## src/hdl/msdec_pkg.sv

```systemverilog
// Shared types, codes and constants for the track-2 stripe decoder.
// Used by the front end, back end, top level and bench; depends on nothing else.
package msdec_pkg;

    // Track-2 framing: four data bits plus one odd-parity bit per character
    localparam int WORD_BITS = 5;
    localparam int DATA_BITS = WORD_BITS - 1;

    // Defaults for the top-level parameters
    localparam int MAX_WORDS_DEF  = 40;
    localparam int MAX_DIGITS_DEF = 19;

    // Depths of the command queue and of the result queue
    localparam int CMD_DEPTH = 2;
    localparam int RES_DEPTH = 2;

    // Configuration port
    localparam int CFG_IW = 2;
    localparam int CFG_DW = WORD_BITS;
    localparam logic [CFG_IW-1:0] CFG_START_SENTINEL = 2'd0;
    localparam logic [CFG_IW-1:0] CFG_END_SENTINEL   = 2'd1;
    localparam logic [CFG_IW-1:0] CFG_SEPARATOR      = 2'd2;

    // Register reset values
    localparam logic [WORD_BITS-1:0] START_SENTINEL_RST = 5'd11;
    localparam logic [DATA_BITS-1:0] END_SENTINEL_RST   = 4'd15;
    localparam logic [DATA_BITS-1:0] SEPARATOR_RST      = 4'd13;

    // Input opcodes
    localparam logic OP_STROBE = 1'b0;
    localparam logic OP_SAMPLE = 1'b1;

    // Command kinds handed from front to back
    localparam logic KIND_BIT     = 1'b0;
    localparam logic KIND_RELEASE = 1'b1;

    // Read status codes
    localparam logic STATUS_OK  = 1'b0;
    localparam logic STATUS_ERR = 1'b1;

    // Card number width
    localparam int NUM_W = 64;

    typedef struct packed {
        logic opcode;
        logic data_level;
        logic enable_level;
    } request_t;

    typedef struct packed {
        logic             read_status;
        logic [NUM_W-1:0] acct_number;
    } result_t;

    typedef struct packed {
        logic kind;
        logic data_bit;
    } cmd_t;

    typedef struct packed {
        logic [WORD_BITS-1:0] start_sentinel;
        logic [DATA_BITS-1:0] end_sentinel;
        logic [DATA_BITS-1:0] separator;
    } cfg_t;

endpackage

```

## src/hdl/msdec_fifo.sv

```systemverilog
// Small flop-based queue with first-word fall-through read.
// Depends on no package; used for the command and result queues.
module msdec_fifo #(
    parameter int WIDTH = 2,
    parameter int DEPTH = 2
) (
    input  logic                         clk,
    input  logic                         rst_n,
    input  logic                         wr_en,
    input  logic [WIDTH-1:0]             wr_data,
    input  logic                         rd_en,
    output logic [WIDTH-1:0]             rd_data,
    output logic                         empty,
    output logic                         full,
    output logic [$clog2(DEPTH+1)-1:0]   count
);

    localparam int IW = (DEPTH > 1) ? $clog2(DEPTH) : 1;
    localparam int CW = $clog2(DEPTH + 1);

    logic [WIDTH-1:0] entry_reg [DEPTH];
    logic [IW-1:0]    wr_ptr_reg, wr_ptr_next;
    logic [IW-1:0]    rd_ptr_reg, rd_ptr_next;
    logic [CW-1:0]    count_reg,  count_next;
    logic             do_wr, do_rd;

    assign do_wr = wr_en && !full;
    assign do_rd = rd_en && !empty;

    // Pointer and fill-count update
    always_comb
    begin
        wr_ptr_next = wr_ptr_reg;
        rd_ptr_next = rd_ptr_reg;
        count_next  = count_reg;
        if (do_wr)
        begin
            wr_ptr_next = (wr_ptr_reg == IW'(DEPTH - 1)) ? '0 : wr_ptr_reg + 1'b1;
        end
        if (do_rd)
        begin
            rd_ptr_next = (rd_ptr_reg == IW'(DEPTH - 1)) ? '0 : rd_ptr_reg + 1'b1;
        end
        if (do_wr && !do_rd)
        begin
            count_next = count_reg + 1'b1;
        end
        else if (do_rd && !do_wr)
        begin
            count_next = count_reg - 1'b1;
        end
    end

    always_ff @(posedge clk or negedge rst_n)
    begin
        if (!rst_n)
        begin
            wr_ptr_reg <= '0;
            rd_ptr_reg <= '0;
            count_reg  <= '0;
        end
        else
        begin
            wr_ptr_reg <= wr_ptr_next;
            rd_ptr_reg <= rd_ptr_next;
            count_reg  <= count_next;
        end
    end

    // Storage, no reset needed
    always_ff @(posedge clk)
    begin
        if (do_wr)
        begin
            entry_reg[wr_ptr_reg] <= wr_data;
        end
    end

    assign rd_data = entry_reg[rd_ptr_reg];
    assign empty   = (count_reg == '0);
    assign full    = (count_reg == CW'(DEPTH));
    assign count   = count_reg;

endmodule

```

## src/hdl/msdec_front.sv

```systemverilog
// Front end: tracks the enable pin and turns input transfers into commands.
// Depends on msdec_pkg.
module msdec_front (
    input  logic               clk,
    input  logic               rst_n,
    input  logic               take,
    input  msdec_pkg::request_t request,
    output logic               cmd_valid,
    output msdec_pkg::cmd_t    cmd
);

    logic enable_prev_reg, enable_prev_next;
    logic is_strobe, is_sample;

    assign is_strobe = (request.opcode == msdec_pkg::OP_STROBE);
    assign is_sample = (request.opcode == msdec_pkg::OP_SAMPLE);

    // Strobes count only while enable is asserted (low); a release is a rising sample
    always_comb
    begin
        cmd_valid = 1'b0;
        if (take && !enable_prev_reg)
        begin
            cmd_valid = is_strobe || (is_sample && request.enable_level);
        end
        cmd.kind     = is_strobe ? msdec_pkg::KIND_BIT : msdec_pkg::KIND_RELEASE;
        cmd.data_bit = ~request.data_level;
    end

    // Enable history
    always_comb
    begin
        enable_prev_next = enable_prev_reg;
        if (take && is_sample)
        begin
            enable_prev_next = request.enable_level;
        end
    end

    always_ff @(posedge clk or negedge rst_n)
    begin
        if (!rst_n)
        begin
            enable_prev_reg <= 1'b1;
        end
        else
        begin
            enable_prev_reg <= enable_prev_next;
        end
    end

endmodule

```

## src/hdl/msdec_back.sv

```systemverilog
// Back end: configuration registers, sentinel hunt, word framing, LRC and number.
// Depends on msdec_pkg.
module msdec_back #(
    parameter int MAX_WORDS  = msdec_pkg::MAX_WORDS_DEF,
    parameter int MAX_DIGITS = msdec_pkg::MAX_DIGITS_DEF
) (
    input  logic                           clk,
    input  logic                           rst_n,
    input  logic                           cfg_we,
    input  logic [msdec_pkg::CFG_IW-1:0]   cfg_index,
    input  logic [msdec_pkg::CFG_DW-1:0]   cfg_data,
    input  logic                           go,
    input  msdec_pkg::cmd_t                cmd,
    output logic                           res_valid,
    output msdec_pkg::result_t             res
);

    localparam int WB  = msdec_pkg::WORD_BITS;
    localparam int DB  = msdec_pkg::DATA_BITS;
    localparam int NW  = msdec_pkg::NUM_W;
    localparam int WCW = $clog2(MAX_WORDS + 1);
    localparam int DGW = $clog2(MAX_DIGITS + 1);

    msdec_pkg::cfg_t cfg_reg, cfg_next;

    logic           capturing_reg, capturing_next;
    logic [WB-1:0]  hunt_reg,      hunt_next;
    logic [2:0]     bitpos_reg,    bitpos_next;
    logic [DB-1:0]  word_reg,      word_next;
    logic           parity_reg,    parity_next;
    logic [WCW-1:0] wcount_reg,    wcount_next;
    logic [DB-1:0]  lrc_reg,       lrc_next;
    logic           end_found_reg, end_found_next;
    logic           done_reg,      done_next;
    logic           error_reg,     error_next;
    logic [NW-1:0]  number_reg,    number_next;
    logic [DGW-1:0] digits_reg,    digits_next;

    logic [WB-1:0]  hunt_shift;
    logic           parity_new;
    logic           halted;
    logic [NW-1:0]  number_x10;

    // Configuration writes; indexes beyond the list are dropped
    always_comb
    begin
        cfg_next = cfg_reg;
        if (cfg_we)
        begin
            case (cfg_index)
                msdec_pkg::CFG_START_SENTINEL: cfg_next.start_sentinel = cfg_data;
                msdec_pkg::CFG_END_SENTINEL:   cfg_next.end_sentinel   = cfg_data[DB-1:0];
                msdec_pkg::CFG_SEPARATOR:      cfg_next.separator      = cfg_data[DB-1:0];
                default:                       cfg_next = cfg_reg;
            endcase
        end
    end

    // Helpers for the bit path
    assign hunt_shift = {cmd.data_bit, hunt_reg[WB-1:1]};
    assign parity_new = parity_reg ^ cmd.data_bit;
    assign halted     = done_reg || error_reg || (wcount_reg >= WCW'(MAX_WORDS));
    assign number_x10 = {number_reg[NW-4:0], 3'b000} + {number_reg[NW-2:0], 1'b0}
                        + NW'(word_reg);

    // Result of a release
    assign res_valid       = go && (cmd.kind == msdec_pkg::KIND_RELEASE);
    assign res.read_status = (capturing_reg && done_reg && !error_reg && (lrc_reg == '0))
                             ? msdec_pkg::STATUS_OK : msdec_pkg::STATUS_ERR;
    assign res.acct_number = number_reg;

    // Swipe state update, one command per cycle while go is high
    always_comb
    begin
        capturing_next = capturing_reg;
        hunt_next      = hunt_reg;
        bitpos_next    = bitpos_reg;
        word_next      = word_reg;
        parity_next    = parity_reg;
        wcount_next    = wcount_reg;
        lrc_next       = lrc_reg;
        end_found_next = end_found_reg;
        done_next      = done_reg;
        error_next     = error_reg;
        number_next    = number_reg;
        digits_next    = digits_reg;

        if (go && (cmd.kind == msdec_pkg::KIND_RELEASE))
        begin
            // release: clear everything for the next swipe
            capturing_next = 1'b0;
            hunt_next      = '0;
            bitpos_next    = '0;
            word_next      = '0;
            parity_next    = 1'b0;
            wcount_next    = '0;
            lrc_next       = '0;
            end_found_next = 1'b0;
            done_next      = 1'b0;
            error_next     = 1'b0;
            number_next    = '0;
            digits_next    = '0;
        end
        else if (go && !capturing_reg)
        begin
            // hunting the start sentinel
            hunt_next = hunt_shift;
            if (hunt_shift == cfg_reg.start_sentinel)
            begin
                capturing_next = 1'b1;
                hunt_next      = '0;
                bitpos_next    = '0;
                word_next      = '0;
                parity_next    = 1'b0;
                wcount_next    = '0;
                lrc_next       = cfg_reg.start_sentinel[DB-1:0];
                end_found_next = 1'b0;
                done_next      = 1'b0;
                error_next     = 1'b0;
                number_next    = '0;
                digits_next    = '0;
            end
        end
        else if (go && !halted)
        begin
            if (bitpos_reg < 3'(WB - 1))
            begin
                // data bit, LSB first
                parity_next = parity_new;
                word_next   = {cmd.data_bit, word_reg[DB-1:1]};
                bitpos_next = bitpos_reg + 3'd1;
            end
            else
            begin
                // parity bit closes the word
                bitpos_next = '0;
                word_next   = '0;
                parity_next = 1'b0;
                if (!parity_new)
                begin
                    error_next = 1'b1;
                end
                else
                begin
                    lrc_next    = lrc_reg ^ word_reg;
                    wcount_next = wcount_reg + 1'b1;
                    if (digits_reg < DGW'(MAX_DIGITS))
                    begin
                        if (word_reg == cfg_reg.separator)
                        begin
                            digits_next = DGW'(MAX_DIGITS);
                        end
                        else
                        begin
                            number_next = number_x10;
                            digits_next = digits_reg + 1'b1;
                        end
                    end
                    if (end_found_reg)
                    begin
                        done_next = 1'b1;
                    end
                    else if (word_reg == cfg_reg.end_sentinel)
                    begin
                        end_found_next = 1'b1;
                    end
                end
            end
        end
    end

    always_ff @(posedge clk or negedge rst_n)
    begin
        if (!rst_n)
        begin
            cfg_reg.start_sentinel <= msdec_pkg::START_SENTINEL_RST;
            cfg_reg.end_sentinel   <= msdec_pkg::END_SENTINEL_RST;
            cfg_reg.separator      <= msdec_pkg::SEPARATOR_RST;
            capturing_reg          <= 1'b0;
            hunt_reg               <= '0;
            bitpos_reg             <= '0;
            word_reg               <= '0;
            parity_reg             <= 1'b0;
            wcount_reg             <= '0;
            lrc_reg                <= '0;
            end_found_reg          <= 1'b0;
            done_reg               <= 1'b0;
            error_reg              <= 1'b0;
            number_reg             <= '0;
            digits_reg             <= '0;
        end
        else
        begin
            cfg_reg       <= cfg_next;
            capturing_reg <= capturing_next;
            hunt_reg      <= hunt_next;
            bitpos_reg    <= bitpos_next;
            word_reg      <= word_next;
            parity_reg    <= parity_next;
            wcount_reg    <= wcount_next;
            lrc_reg       <= lrc_next;
            end_found_reg <= end_found_next;
            done_reg      <= done_next;
            error_reg     <= error_next;
            number_reg    <= number_next;
            digits_reg    <= digits_next;
        end
    end

endmodule

```

## src/hdl/magstripe_track2_decoder_unit.sv

```systemverilog
// Track-2 magnetic stripe decoder: takes one input transfer per clock while the command
// queue is not full. The front end decodes each transfer in the cycle it is taken; strobes
// while enable is released and samples without a release edge end there and never reach
// the back end. Other items pass through a two-entry command queue to the back end, which
// retires one command per cycle (the times-ten add on the 64-bit card number is its longest
// path) and writes a result into a two-entry result queue. With both queues empty, a
// releasing sample is registered in the command queue and its result in the result queue
// ahead of the result ports; the back end stalls only while the result queue is full.
// Depends on msdec_pkg, msdec_fifo, msdec_front and msdec_back.
module magstripe_track2_decoder_unit #(
    parameter int MAX_WORDS  = msdec_pkg::MAX_WORDS_DEF,
    parameter int MAX_DIGITS = msdec_pkg::MAX_DIGITS_DEF
) (
    input  logic                         clk,
    input  logic                         rst_n,
    // input queue side
    input  logic                         push,
    output logic                         full,
    input  msdec_pkg::request_t          request,
    // result queue side
    output logic                         empty,
    input  logic                         pop,
    output msdec_pkg::result_t           result,
    // configuration writes
    input  logic                         cfg_valid,
    output logic                         cfg_ready,
    input  logic [msdec_pkg::CFG_IW-1:0] cfg_index,
    input  logic [msdec_pkg::CFG_DW-1:0] cfg_data
);

    localparam int CMD_W  = $bits(msdec_pkg::cmd_t);
    localparam int RES_W  = $bits(msdec_pkg::result_t);
    localparam int CCW    = $clog2(msdec_pkg::CMD_DEPTH + 1);
    localparam int RCW    = $clog2(msdec_pkg::RES_DEPTH + 1);

    logic               take;
    logic               cmd_valid;
    msdec_pkg::cmd_t    cmd_in;
    msdec_pkg::cmd_t    cmd_head;
    logic               cmd_empty;
    logic [CCW-1:0]     cmd_count;
    logic               go;
    logic               res_valid;
    msdec_pkg::result_t res_in;
    logic               res_full;
    logic [RCW-1:0]     res_count;

    assign take      = push && !full;
    assign cfg_ready = 1'b1;

    // Front end
    msdec_front u_front (
        .clk       (clk),
        .rst_n     (rst_n),
        .take      (take),
        .request   (request),
        .cmd_valid (cmd_valid),
        .cmd       (cmd_in)
    );

    // Command queue between front and back
    msdec_fifo #(
        .WIDTH (CMD_W),
        .DEPTH (msdec_pkg::CMD_DEPTH)
    ) u_cmd_q (
        .clk     (clk),
        .rst_n   (rst_n),
        .wr_en   (cmd_valid),
        .wr_data (cmd_in),
        .rd_en   (go),
        .rd_data (cmd_head),
        .empty   (cmd_empty),
        .full    (full),
        .count   (cmd_count)
    );

    // Back end runs whenever a command waits and a result slot is free
    assign go = !cmd_empty && !res_full;

    msdec_back #(
        .MAX_WORDS  (MAX_WORDS),
        .MAX_DIGITS (MAX_DIGITS)
    ) u_back (
        .clk       (clk),
        .rst_n     (rst_n),
        .cfg_we    (cfg_valid && cfg_ready),
        .cfg_index (cfg_index),
        .cfg_data  (cfg_data),
        .go        (go),
        .cmd       (cmd_head),
        .res_valid (res_valid),
        .res       (res_in)
    );

    // Result queue
    msdec_fifo #(
        .WIDTH (RES_W),
        .DEPTH (msdec_pkg::RES_DEPTH)
    ) u_res_q (
        .clk     (clk),
        .rst_n   (rst_n),
        .wr_en   (res_valid),
        .wr_data (res_in),
        .rd_en   (pop),
        .rd_data (result),
        .empty   (empty),
        .full    (res_full),
        .count   (res_count)
    );

    // Back end drains the command queue when nothing new arrives
    a_cmd_drain: assert property (@(posedge clk) disable iff (!rst_n)
        (go && !cmd_valid) |=> (cmd_count == $past(cmd_count) - CCW'(1)))
        else $error("command queue did not drain");

    // Only a release command produces a result
    a_res_from_release: assert property (@(posedge clk) disable iff (!rst_n)
        res_valid |-> (go && cmd_head.kind == msdec_pkg::KIND_RELEASE))
        else $error("result without release command");

    // A produced result is visible the next cycle and the fill count moves accordingly
    a_res_visible: assert property (@(posedge clk) disable iff (!rst_n)
        (res_valid && !(pop && !empty)) |=> (!empty && res_count == $past(res_count) + RCW'(1)))
        else $error("result lost in result queue");

endmodule

```

## config.mk

```make
export PLATFORM = sky130hd
export DESIGN_NAME = magstripe_track2_decoder_unit
export DESIGN_NICKNAME = d
export VERILOG_FILES = /design/src/hdl/msdec_pkg.sv /design/src/hdl/msdec_fifo.sv /design/src/hdl/msdec_front.sv /design/src/hdl/msdec_back.sv /design/src/hdl/magstripe_track2_decoder_unit.sv
export SDC_FILE = /design/constraint.sdc
export NUM_CORES = 1
export LEC_CHECK = 0
export ABC_AREA = 1
export BUFFER_PORTS_ARGS = -buffer_cell sky130_fd_sc_hd__buf_2
export CORE_MARGIN = 2
export CORE_UTILIZATION = 55
export DETAILED_ROUTE_END_ITERATION = 10
export PLACE_DENSITY = 0.73
export SLEW_MARGIN = 0
export SYNTH_ARGS = -nofsm -noshare
export SYNTH_HDL_FRONTEND = slang
export SYNTH_SLANG_ARGS = --single-unit
```

## constraint.sdc

```tcl
create_clock -name clk -period 10.8 [get_ports clk]
set_input_delay 1.62 -clock clk [delete_from_list [all_inputs] [get_ports clk]]
set_output_delay 1.62 -clock clk [all_outputs]
set_load 0.02 [all_outputs]
```

==> Word-level counts from Yosys, hierarchy flattened <==
Memory sizes are Yosys's and may differ from the RTL's.
Cells that the tools add are included.
{ "classes": {"n_addsub": 13, "n_mul": 0, "n_div": 0, "magnitude_cmp": 3, "eq_ne": 11, "shifts": 0, "muxes": 82, "bitwise_logic": 4, "reduce_logical": 56} }
{ "ops": {"columns": ["op", "n"], "rows": [
  ["64-bit 2-to-1 mux", 8],
  ["64-bit by 4-bit adder with 64-bit output", 1],
  ["64-bit adder", 1],
  ["5-bit 2-to-1 mux", 11],
  ["4-bit 2-to-1 mux", 11],
  ["1-bit 2-to-1 mux", 37],
  ["6-bit 2-to-1 mux", 6],
  ["1-bit logical AND", 19],
  ["3-bit 2-to-1 mux", 5],
  ["1-bit logical NOT", 12],
  ["3-bit nonzero test", 4],
  ["2-bit AND reduction", 5],
  ["5-bit AND reduction", 2],
  ["4-bit equality test", 2],
  ["2-bit 2-to-1 mux", 4],
  ["4-bit AND reduction", 2],
  ["2-bit nonzero test", 4],
  ["6-bit by 1-bit adder with 6-bit output (second input constant)", 1],
  ["2-bit equality test (second input constant)", 3],
  ["6-bit greater-or-equal comparator (second input constant)", 1],
  ["2-bit logical NOT", 3],
  ["3-bit by 1-bit != test with 1-bit output (second input constant)", 2],
  ["3-bit by 2-bit != test with 1-bit output (second input constant)", 2],
  ["6-bit AND reduction", 1],
  ["14 further kinds", 22]
]} }
{ "totals": {"ff_bits": 118, "latch_bits": 0, "mem_bits_rw": 134, "mem_bits_ro": 0, "input_bits": 15, "output_inout_bits": 68, "word_cells": 193, "n_memories": 2} }
{ "memory_table": {"columns": ["memory", "depth", "word_bits", "rd", "rd_clocked_by_memory_dff", "wr", "line_no", "text"], "rows": [
  ["u_res_q.entry_reg", 2, 65, 1, 0, 1, "msdec_fifo.sv:21", "logic [WIDTH-1:0] entry_reg [DEPTH];"],
  ["u_cmd_q.entry_reg", 2, 2, 1, 0, 1, "msdec_fifo.sv:21", null]
]} }

==> Longest topological paths before layout <==
{ "depth": {"depth_word": 10, "mapped_depth": 17, "mapped_depth_nobuf": 17} }

==> Modules after synthesis <==
A second synthesis with hierarchy kept.
{ "hier_totals": {"hier_cells": 2163, "hier_area_um2": 16139.2} }
{ "by_module_without_submodules": {"columns": ["mod", "n_inst", "cells_each", "area_each_um2", "seq_area_each_um2"], "rows": [
  ["msdec_back", 1, 1733, 10717.8, 2715.1],
  ["msdec_fifo at u_res_q", 1, 371, 4947.2, 4003.8],
  ["msdec_fifo at u_cmd_q", 1, 42, 376.6, 220.2],
  ["msdec_front", 1, 12, 72.6, 26.3],
  ["magstripe_track2_decoder_unit", 1, 5, 25.0, 0.0]
]} }

==> Least setup slack after synthesis <==
Ideal clock, no wire load.
{ "synth_path": {"path_kind": "reg-to-reg", "startpoint": "reg u_res_q.count_reg[1] (netlist: u_res_q.count[1])", "endpoint": "mem u_res_q.entry_reg[0][0] (netlist name) (enable)", "setup_time_ns": 0.489, "t_arrival_ns": 3.608, "required_time_ns": 10.311, "path_slack_ns": 6.703, "path_stages_with_launch": 4, "path_buffers": 0, "synth_period_minus_slack_ns": 4.097, "cell_sequence": "dfrtp_1 -> a22oi_4 -> nand2_1 -> nor2_1"} }
{ "synth_between": {"elab_chain_cells": 7} }
{ "synth_rtl": {"columns": ["item", "line_no", "text"], "rows": [
  ["start: declaration", "msdec_fifo.sv:24", "logic [CW-1:0] count_reg, count_next;"],
  ["start signal: assignment", "msdec_fifo.sv:66", "count_reg <= count_next;"],
  ["2-bit equality test *", "msdec_fifo.sv:81", "assign full = (count_reg == CW'(DEPTH));"],
  ["1-bit logical NOT *", "msdec_fifo.sv:27, magstripe_track2_decoder_unit.sv:78", null],
  ["1-bit logical AND", "magstripe_track2_decoder_unit.sv:78", "assign go = !cmd_empty && !res_full;"],
  ["1-bit logical AND", "msdec_back.sv:67", "assign res_valid = go && (cmd.kind == msdec_pkg::KIND_RELEASE);"],
  ["1-bit logical AND *", "msdec_fifo.sv:27", "assign do_wr = wr_en && !full;"],
  ["1-bit 2-to-1 mux *", "msdec_fifo.sv:73", "if (do_wr)"],
  ["1-bit 2-to-1 mux (implied by the code) *", "msdec_fifo.sv:75", "entry_reg[wr_ptr_reg] <= wr_data;"],
  ["end: declaration", "msdec_fifo.sv:21", null]
]} }
Every way passes the cells marked *; elsewhere a longest branch is shown, timed or not.

==> impl_metrics.env <==
export IMPL_status="finished, final reports clean"
export IMPL_cts_hold_buf=0
export IMPL_grt_max_degree=67
export IMPL_cp_buffers_inverters=3
export IMPL_area_growth_pct=9.96
export IMPL_synth_xor_xnor_area_share=0.0229
export IMPL_tns_ns=0
export IMPL_synth_area_sq_um=16100
export IMPL_grt_pass1_wl_microns=69300
export IMPL_cts_num_sinks=251
export IMPL_power_mw=4.05
export IMPL_final_cell_area_sq_um=17700
export IMPL_drv_slew=0
export IMPL_path_max_fanout=66
export IMPL_antenna_found_initial=0
export IMPL_cpLargestDelayFamily="buffers and inverters"
export IMPL_endpoint_kind="primary output"
export IMPL_cts_tree="yes"
export IMPL_cap_violations=0
export IMPL_initial_core_util=0.559
export IMPL_dp_hpwl_microns=33100
export IMPL_finalHoldViolations=0
export IMPL_ys_seq_elements=251
export IMPL_arrival_ns=2.10
export IMPL_wl_met2_microns=20200
export IMPL_post_cts_resized=0
export IMPL_setup_violations=0
export IMPL_die_h_microns=175
export IMPL_vdd_drop_max_v=0.000266
export IMPL_hold_ws_ns=0.501
export IMPL_synth_top_family_by_area="simple AND/OR/NAND/NOR gates"
export IMPL_period_needed_ns=3.72
export IMPL_io_pins=83
export IMPL_htreeDepth=1
export IMPL_relSlewSlack=0.270
export IMPL_coreArea_sq_um=28800
export IMPL_final_net_count=2390
export IMPL_dr_pass1_iters=5
export IMPL_worstMarginPinSlew_ns=1.09
export IMPL_yosys_warnings=0
export IMPL_yosysSeqAreaShare=0.433
export IMPL_mostFrequentLayoutCell="nand2_1"
export IMPL_first_iter_violations=1145
export IMPL_top_layer="met4"
export IMPL_critPathSlowestCell="buf_4"
export IMPL_critPathLaunchType="flop"
export IMPL_synthAdderAreaFrac=0.102
export IMPL_wl_met3_microns=2210
export IMPL_skew_ns=0.0281
export IMPL_overflow=0
export IMPL_synth_compound_area_frac=0.0503
export IMPL_synth_cell_types=40
export IMPL_clk_transition_reported_paths_ns=0.06
export IMPL_fin_crit_sh=0.344
export IMPL_clk_insertion_delay_late_ns=0.56
export IMPL_gp_congestion=1.00
export IMPL_slowest_delay_ns=0.55
export IMPL_wl_met1_microns=20100
export IMPL_p_per_area_nw_per_um2=229
export IMPL_fmaxAchievable_mhz=269
export IMPL_largest_reg_flops=130
export IMPL_antenna_left=0
export IMPL_via_per_inst=5.17
export IMPL_drt_total_wl_microns=43700
export IMPL_synth_nets=2303
export IMPL_postCtsSetupBuffers=0
export IMPL_dieArea_sq_um=30700
export IMPL_drive_gt1_frac=0.0702
export IMPL_cp_cell_sequence="inv_2, buf_4, nand2_1, nand2_1, buf_2"
export IMPL_avgSynthCellArea_sq_um=7.46
export IMPL_track_usage=0.288
export IMPL_cts_buffer_depth=3
export IMPL_synthCells=2158
export IMPL_grt_pass1_vias=12900
export IMPL_root_buffer="clkbuf_16"
export IMPL_yosys_area_share_simple=0.302
export IMPL_fin_util=0.615
export IMPL_total_leakage_power_nw=9.56
export IMPL_worstPathRequired_ns=9.18
export IMPL_placed_area_sq_um=16900
export IMPL_port_buffers=81
export IMPL_die_x_microns=175
export IMPL_vias=13700
export IMPL_cts_made_buffers=26
export IMPL_rrSetupSlack_ns=7.71
export IMPL_crit_path_frequent_cell="nand2_1"
export IMPL_num_antenna_cells=0
export IMPL_hold_class="flop to flop"
export IMPL_rsz0062_at_grt="no"
export IMPL_wire_per_inst_microns=16.5
export IMPL_rows=62
export IMPL_final_cell_mix="nand2_1 (917), inv_1 (332), nor2_1 (154), edfxtp_1 (134), ha_1 (128)"
export IMPL_synth_area_mux_share=0
export IMPL_drc=0
export IMPL_critical_path_class="flop to primary output"
## synthesized netlist by cell type
library cell  number  share of area
nand2_1          917           0.21
inv_1            333          0.078
nor2_1           156          0.036
edfxtp_1         134           0.25
ha_1             128          0.099
dfrtp_1          106           0.16
nand3_1           94          0.029
a21oi_1           55          0.017
o21ai_0           49          0.015
xnor2_1           26          0.014
o21ai_1           19         0.0059
nor3_1            18         0.0056
xor2_1            16         0.0087
nand4_1           15         0.0058
clkbuf_1          12         0.0028
dfstp_2           11          0.018
buf_6              8         0.0056
o22ai_1            7         0.0027
nand3b_1           6         0.0028
inv_2              5         0.0012
o21bai_1           5         0.0023
buf_2              4         0.0012
nor4_1             4         0.0016
o211ai_1           4         0.0019
buf_1              3        0.00070
nand2_2            3         0.0012
nor2_4             3         0.0021
a31oi_1            2        0.00078
and2_1             2        0.00078
fa_1               2         0.0025
o21ai_4            2         0.0020
a22oi_1            1        0.00047
a22oi_4            1         0.0013
a31o_2             1        0.00054
buf_4              1        0.00047
conb_1             1        0.00023
inv_4              1        0.00039
nand2_4            1        0.00070
nand3_2            1        0.00062
nand4_4            1         0.0013
## final cells by class
type,instances,area [sq um]
Sequential cell,251,6970
Timing Repair Buffer,87,453
Inverter,339,1270
Multi-Input combinational cell,1540,7700
Fill cell,2692,11100
Clock inverter,16,134
Tap cell,384,480
Clock buffer,32,694
## worst reg2reg max path: cells and delay by family (launching register included)
kind	cells	cell delay, ns
simple gates	8	1.10
fa+ha+maj	2	0.97
flops	1	0.43
buf+inv	3	0.28
compound gates	1	0.18
## stage by stage
step | cells | setup WS [ns]
after floorplan | 2158 | 6.70
after global placement | 2601 | 7.71
after detailed placement | 2601 | 7.66
after CTS | 2649 | 7.07
after global routing | 2649 | 6.98
final | 2649 | 7.08
## where the power goes
group          leakage (nW)  switching, mW  internal [mW]  total (mW)
combinational          6.35           1.19          0.490        1.68
sequential             2.80          0.158           1.33        1.49
clock                 0.407          0.381          0.504       0.886
## layer usage
| metal | vias to the layer above | GRT usage |
|---|---|---|
| met5 | - | 0 |
| met4 | 0 | 0.0778 |
| met3 | 66 | 0.0296 |
| met2 | 349 | 0.480 |
| met1 | 6359 | 0.404 |
| li1 | 6930 | - |
## kinds of logic (layout without fill, tap and decap cells)
group / count (synthesis) / after routing
and+or+nand+nor: 1221 / 1221
other: 1 / 1
DFF: 251 / 251
xor gates and xnor gates: 42 / 42
buffers and inverters: 367 / 474
adders and majority gates: 130 / 130
AOI/OAI and AO/OA: 146 / 146
## final timing paths
path,cells after the start,start,end
max in group asynchronous,2,rst_n,u_back.number_reg[17]$_DFFE_PN0P_
worst max-delay path,5,u_res_q.rd_ptr_reg$_DFFE_PN0P_,result[4]
worst max register to register,14,u_back.word_reg[3]$_DFFE_PN0P_,u_back.number_reg[46]$_DFFE_PN0P_
worst min-delay path,2,u_front.enable_prev_reg$_DFFE_PN1P_,u_front.enable_prev_reg$_DFFE_PN1P_
min in group asynchronous,1,rst_n,u_cmd_q.count[0]$_DFFE_PN0P_
worst min register to register,2,u_front.enable_prev_reg$_DFFE_PN1P_,u_front.enable_prev_reg$_DFFE_PN1P_
Power figures use the tool's default switching activity.
